**src/sv/stfl_pkg.sv**
```systemverilog
// Types and constants shared by the strip/fan to triangle list assembler.
package stfl_pkg;

	localparam int unsigned WORD_W = 32;
	localparam int unsigned OUT_IDX_W = 16;
	localparam logic [OUT_IDX_W-1:0] TOTAL_MAX = 16'hFFFF;

	typedef enum logic [2:0] {
		PH_COUNT = 3'b001,
		PH_S     = 3'b010,
		PH_T     = 3'b100
	} phase_t;

	typedef struct packed {
		logic                 vertex_valid;
		logic [OUT_IDX_W-1:0] vertex_index;
		logic [WORD_W-1:0]    s_bits;
		logic [WORD_W-1:0]    t_bits;
		logic                 tri_valid;
		logic [OUT_IDX_W-1:0] corner_a;
		logic [OUT_IDX_W-1:0] corner_b;
		logic [OUT_IDX_W-1:0] corner_c;
		logic                 list_end;
		logic [OUT_IDX_W-1:0] triangle_total;
	} result_t;

endpackage

```
**src/sv/strip_fan_to_triangle_list.sv**
```systemverilog
// Path: a command word is registered in the input stage, and its result, if any, in the output register.
// Throughput: one command word per cycle; the input stage stalls only when the
// word in it yields a result and the output register is full and not taken.
// Reset: arst_n clears the run state, the input stage and the output valid;
// the first list starts numbering vertices from zero.
module strip_fan_to_triangle_list import stfl_pkg::*; #(
	parameter int unsigned INDEX_BITS = 16
) (
	input  logic                 clk,
	input  logic                 arst_n,
	input  logic                 cmd_valid,
	output logic                 cmd_ready,
	input  logic [WORD_W-1:0]    command_word,
	output logic                 res_valid,
	input  logic                 res_ready,
	output logic                 vertex_valid,
	output logic [OUT_IDX_W-1:0] vertex_index,
	output logic [WORD_W-1:0]    s_bits,
	output logic [WORD_W-1:0]    t_bits,
	output logic                 tri_valid,
	output logic [OUT_IDX_W-1:0] corner_a,
	output logic [OUT_IDX_W-1:0] corner_b,
	output logic [OUT_IDX_W-1:0] corner_c,
	output logic                 list_end,
	output logic [OUT_IDX_W-1:0] triangle_total
);

	logic              valid_s1;
	logic [WORD_W-1:0] word_s1;
	logic              step;
	logic              has_result;
	logic              out_free;
	result_t           res;
	result_t           res_q;
	logic              res_valid_q;

	stfl_core #(
		.INDEX_BITS(INDEX_BITS)
	) u_core (
		.clk       (clk),
		.arst_n    (arst_n),
		.step      (step),
		.word      (word_s1),
		.has_result(has_result),
		.res       (res)
	);

	assign out_free  = !res_valid_q || res_ready;
	// words that yield nothing pass even while a result waits
	assign step      = valid_s1 && (!has_result || out_free);
	assign cmd_ready = !valid_s1 || step;

	always_ff @(posedge clk or negedge arst_n) begin
		if (!arst_n) begin
			valid_s1 <= 1'b0;
		end else if (cmd_ready) begin
			valid_s1 <= cmd_valid;
		end
	end

	always_ff @(posedge clk) begin
		if (cmd_ready && cmd_valid)
			word_s1 <= command_word;
	end

	always_ff @(posedge clk or negedge arst_n) begin
		if (!arst_n) begin
			res_valid_q <= 1'b0;
		end else if (step && has_result) begin
			res_valid_q <= 1'b1;
		end else if (res_ready) begin
			res_valid_q <= 1'b0;
		end
	end

	always_ff @(posedge clk) begin
		if (step && has_result)
			res_q <= res;
	end

	assign res_valid      = res_valid_q;
	assign vertex_valid   = res_q.vertex_valid;
	assign vertex_index   = res_q.vertex_index;
	assign s_bits         = res_q.s_bits;
	assign t_bits         = res_q.t_bits;
	assign tri_valid      = res_q.tri_valid;
	assign corner_a       = res_q.corner_a;
	assign corner_b       = res_q.corner_b;
	assign corner_c       = res_q.corner_c;
	assign list_end       = res_q.list_end;
	assign triangle_total = res_q.triangle_total;

endmodule

```
**src/sv/stfl_core.sv**
```systemverilog
// Run state of the assembler and the per-word decode of one command word.
module stfl_core import stfl_pkg::*; #(
	parameter int unsigned INDEX_BITS = 16
) (
	input  logic              clk,
	input  logic              arst_n,
	input  logic              step,
	input  logic [WORD_W-1:0] word,
	output logic              has_result,
	output result_t           res
);

	localparam logic [INDEX_BITS-1:0] IDX_ONE = INDEX_BITS'(1);
	localparam logic [INDEX_BITS-1:0] IDX_TWO = INDEX_BITS'(2);

	phase_t                phase_q, phase_n;
	logic [WORD_W-1:0]     run_length_q, run_length_n;
	logic [WORD_W-1:0]     position_q, position_n;
	logic                  fan_q, fan_n;
	logic [INDEX_BITS-1:0] first_q, first_n;
	logic [INDEX_BITS-1:0] next_q, next_n;
	logic [WORD_W-1:0]     held_s_q, held_s_n;
	logic [OUT_IDX_W-1:0]  tri_count_q, tri_count_n;

	logic [INDEX_BITS-1:0] p0, p1;

	function automatic logic [OUT_IDX_W-1:0] idx16(input logic [INDEX_BITS-1:0] v);
		logic [31:0] wide;
		wide = 32'(v);
		return wide[OUT_IDX_W-1:0];
	endfunction

	assign p1 = next_q - IDX_ONE;
	assign p0 = next_q - IDX_TWO;

	always_comb begin
		res          = '0;
		has_result   = 1'b0;
		phase_n      = phase_q;
		run_length_n = run_length_q;
		position_n   = position_q;
		fan_n        = fan_q;
		first_n      = first_q;
		next_n       = next_q;
		held_s_n     = held_s_q;
		tri_count_n  = tri_count_q;
		unique case (phase_q)
			PH_S: begin
				held_s_n = word;
				phase_n  = PH_T;
			end
			PH_T: begin
				has_result       = 1'b1;
				res.vertex_valid = 1'b1;
				res.vertex_index = idx16(next_q);
				res.s_bits       = held_s_q;
				res.t_bits       = word;
				if (position_q >= WORD_W'(2)) begin
					res.tri_valid = 1'b1;
					// next_q tracks first + position modulo the index width
					if (fan_q) begin
						res.corner_a = idx16(first_q);
						res.corner_b = idx16(p1);
						res.corner_c = idx16(next_q);
					end else if (position_q[0]) begin
						res.corner_a = idx16(next_q);
						res.corner_b = idx16(p1);
						res.corner_c = idx16(p0);
					end else begin
						res.corner_a = idx16(p0);
						res.corner_b = idx16(p1);
						res.corner_c = idx16(next_q);
					end
					if (tri_count_q != TOTAL_MAX)
						tri_count_n = tri_count_q + OUT_IDX_W'(1);
				end
				next_n     = next_q + IDX_ONE;
				position_n = position_q + WORD_W'(1);
				phase_n    = (position_n >= run_length_q) ? PH_COUNT : PH_S;
			end
			default: begin
				if (word == '0) begin
					has_result         = 1'b1;
					res.list_end       = 1'b1;
					res.triangle_total = tri_count_q;
					tri_count_n        = '0;
					next_n             = '0;
					position_n         = '0;
					run_length_n       = '0;
					phase_n            = PH_COUNT;
				end else begin
					fan_n        = word[WORD_W-1];
					run_length_n = word[WORD_W-1] ? (WORD_W'(0) - word) : word;
					position_n   = '0;
					first_n      = next_q;
					phase_n      = PH_S;
				end
			end
		endcase
	end

	always_ff @(posedge clk or negedge arst_n) begin
		if (!arst_n) begin
			phase_q      <= PH_COUNT;
			run_length_q <= '0;
			position_q   <= '0;
			fan_q        <= 1'b0;
			first_q      <= '0;
			next_q       <= '0;
			held_s_q     <= '0;
			tri_count_q  <= '0;
		end else if (step) begin
			phase_q      <= phase_n;
			run_length_q <= run_length_n;
			position_q   <= position_n;
			fan_q        <= fan_n;
			first_q      <= first_n;
			next_q       <= next_n;
			held_s_q     <= held_s_n;
			tri_count_q  <= tri_count_n;
		end
	end

endmodule

```
**config.mk**
```make
export PLATFORM = sky130hd
export DESIGN_NAME = strip_fan_to_triangle_list
export DESIGN_NICKNAME = d
export VERILOG_FILES = /design/src/sv/stfl_pkg.sv /design/src/sv/strip_fan_to_triangle_list.sv /design/src/sv/stfl_core.sv
export SDC_FILE = /design/constraint.sdc
export NUM_CORES = 1
export LEC_CHECK = 0
export BUFFER_PORTS_ARGS = -buffer_cell sky130_fd_sc_hd__clkbuf_2
export CORE_UTILIZATION = 53
export DETAILED_ROUTE_END_ITERATION = 12
export GPL_TIMING_DRIVEN = 0
export MAX_ROUTING_LAYER = met4
export PLACE_DENSITY_LB_ADDON = 0.1
export SLEW_MARGIN = 20
export SYNTH_ARGS = -nofsm -noshare
export SYNTH_HDL_FRONTEND = slang
export SYNTH_SLANG_ARGS = --single-unit
```
**constraint.sdc**
```tcl
create_clock -name clk -period 5.4 [get_ports clk]
set_clock_uncertainty 0.2 [all_clocks]
set_input_delay 0.27 -clock clk [delete_from_list [all_inputs] [get_ports clk]]
set_output_delay 0.27 -clock clk [all_outputs]
set_load 0.01 [all_outputs]
```
==> metrics.cfg <==
[status]
status=completed

[layout]
area_growth_syn_to_layout_pct=19.81
drive_above_1_share_pct=17.48
nets=1733
n_antenna_cell=0

[worst_setup_path]
ff2ff_setup_slack_ns=0.78
critical_path_class=register to register
r2r_end=s_bits[22]
required_ns=5.42
endpoint_kind=register
cp-start-kind=register
cp_max_fo=30
cp.arrival_ns=4.64
r2r-start=word_s1[0]
reg2regPathDepth=12

[die]
die_y_um=173.4
rows=62
dieArea_sq_um=30080
coreArea_sq_um=28780
io-pin-count=185
die_w_um=173.4
start_util_pct=54.13

[synth]
yosys-top-cells-count=179 x edfxtp_1, 149 x dfrtp_1, 148 x nand2_1, 105 x nor2_1, 101 x and2_1
synth_area_sq_um=15580
synth-compound-area-share_pct=9.557
async_reset_ff_share_pct=45.59
ys_seq_area_share_pct=58.61
yosys_warnings=0
synth.area.mux_share_pct=2.634
synthAdderAreaFrac_pct=3.293
synth-simple-area-share_pct=16.76
synthFlopType=edfxtp_1
ys_top_cells_by_area=edfxtp_1 35%, dfrtp_1 24%, and2_1 4.1%
avgSynthCellArea_sq_um=11.18
synth_nets=1471
yosysUniqueCellTypes=60
synthDominantCellAreaShare_pct=34.50
ys_seq_elements=329
synth_top_cell_by_area=edfxtp_1
synth_xor_area_share_pct=5.959
synth_top_family_by_area=simple AND/OR/NAND/NOR gates
synth_edf_count=179
yosysMostFrequentCell=edfxtp_1
synthCells=1394

[global_route]
grt_usage_pct=25.64
grt_pass1_vias=11030
grt_max_degree=80
grt_pass1_wl_um=59330
antenna_found_initial=0
grt_overflow=0

[routing]
ant_nets=0
dr.pass1.iters=5
num_vias=11500
drcViolationCount=0
routed_via_density=5.567
initialDrtViolationCount=793
drt_wl_total_um=36760
wl_per_cell_um=17.79

[power]
power_density_nw_per_um2=420.4
finalPower_mw=7.846
p_comb_share_pct=26.3
clock_power_share_pct=30.8
power_switching_mw=2.464
power_leakage_nw=7.791
p_int_mw=5.382
seqPwrFrac_pct=42.9
ir_drop_v=0.0003755
swShare_pct=31.40

[sta]
layout_setup_ws_ns=0.7845
drv_slew=0
post-route-period-util_pct=85.47
hold_ws_ns=0.1096
fmax_ghz=0.2167
finalSetupViolCount=0
rsz0062_at_grt=no
worst_pin_slew_ns=1.086
layout_min_cycle_time_ns=4.616
slew_headroom_pct=26.60
finalHoldViolCount=0

[cts]
cts_buffers=35
root_buffer=clkbuf_16
clk_pin_slew_ns=0.06
clkLatencyLatePin_ns=0.53
cts_buffer_depth=3
cts_sinks=329
cts_setup_buffers=0
h-tree-depth=2
cts_tree=done
cts_resized=0

[min_path]
hold_end=res_valid
min_path_type=input port to register
worstHoldPathCells=4
min_from=res_ready

[place]
hpwlAfterDp_um=25700
pre_cts_slack_ns=0.8276
io_buffer_count=184
gp_congestion=0.8983

[run]
cap_viol_max_count=0

logic make-up (layout without fill, tap and decap cells):
family          after synthesis  count (layout)
simple gates                519             519
flops                       329             329
compound gates              231             231
buf+inv                     131             419
xor+xnor                    106             106
fa+ha+maj                    41              41
mux                          37              37
through the flow:
step,cells,cell area (sq um),util (%),TNS [ns]
finish,2066,18660,64.85,0
global route,2066,18660,64.85,0
CTS,2066,18660,64.83,0
detailed placement,1969,17160,59.63,0
global placement,1962,16980,59.01,-103.06
floorplan,1394,15580,-,0
worst max-delay path: stages, from the launching register on:
cell and delay (ns):
edfxtp_1 0.43, inv_1 0.13, ha_1 0.19, or3b_2 0.45
clkbuf_1 0.19, nor3_1 0.70, o2111a_1 0.44, clkbuf_1 0.39
nor2_1 0.15, clkinvlp_4 0.40, buf_16 0.23, buf_16 0.19
buf_12 0.21
metal layers:
layer / wire [um] / track usage, %
met1: 15940 / 33.09
met2: 18220 / 42.57
met3: 1793 / 3.465
met4: 807 / 7.043
met5: 0 / -
how the worst max path moves through the flow:
stage	startpoint	end	slack [ns]	cells past startpoint
3_3_place_gp	u_core.phase_q[0]	t_bits[23]	-0.70	7
5_1_grt	word_s1[0]	s_bits[22]	0.57	12
6_report	word_s1[0]	s_bits[22]	0.78	12
2_1_floorplan	word_s1[0]	corner_a[0]	0.92	9
4_1_cts	word_s1[0]	s_bits[22]	0.81	12
3_5_place_dp	word_s1[0]	t_bits[16]	0.83	12
timing repair:
| item | 4_1_cts | 5_1_grt |
|---|---|---|
| setup endpoints to repair | 0 | 0 |
| hold buffers | 34 | 0 |
| endpoints found under the hold margin | 107 | 0 |
power groups by stage:
stage / Combinational [mW] / Clock (mW) / Sequential (mW)
floorplan: 1.33 / 0 / 3.43
global placement: 1.95 / 0 / 3.42
detailed placement: 2.04 / 0 / 3.41
CTS: 2.07 / 2.46 / 3.36
global route: 2.31 / 2.56 / 3.41
finish: 2.06 / 2.42 / 3.36
cell usage in the layout, fill, tap and decap left out, types with 25 or more instances in the layout:
| cell type | n |
|---|---|
| xor2_1 | 59 |
| and2_1 | 100 |
| nand3_1 | 25 |
| nand2_1 | 148 |
| dfrtp_1 | 149 |
| a21oi_1 | 36 |
| inv_1 | 47 |
| nor3_1 | 25 |
| o21ai_0 | 96 |
| xnor2_1 | 47 |
| ha_1 | 41 |
| edfxtp_1 | 179 |
| clkbuf_2 | 183 |
| nor2_1 | 105 |
| clkbuf_16 | 36 |
| clkbuf_1 | 81 |
| dlygate4sd3_1 | 34 |
| mux2_2 | 32 |
sequential cells by signal, summed over array words and instances (netlist names), 32 cells and up:
signal and count:
u_core.held_s_q 32, word_s1 32, s_bits 32, t_bits 32, u_core.run_length_q 32, u_core.position_q 32
area by class of cell:
class	instances	area, sq um
clock buffers	48	965.9
fillers	2296	10120
repair buffers	225	1433
inverters	48	183.9
clock inverters	15	188.9
plain buffers	83	316.6
flip-flops and latches	329	9130
multi-input cells	934	5966
well taps	384	480.5
No activity file was read; power rests on OpenSTA's default activity.
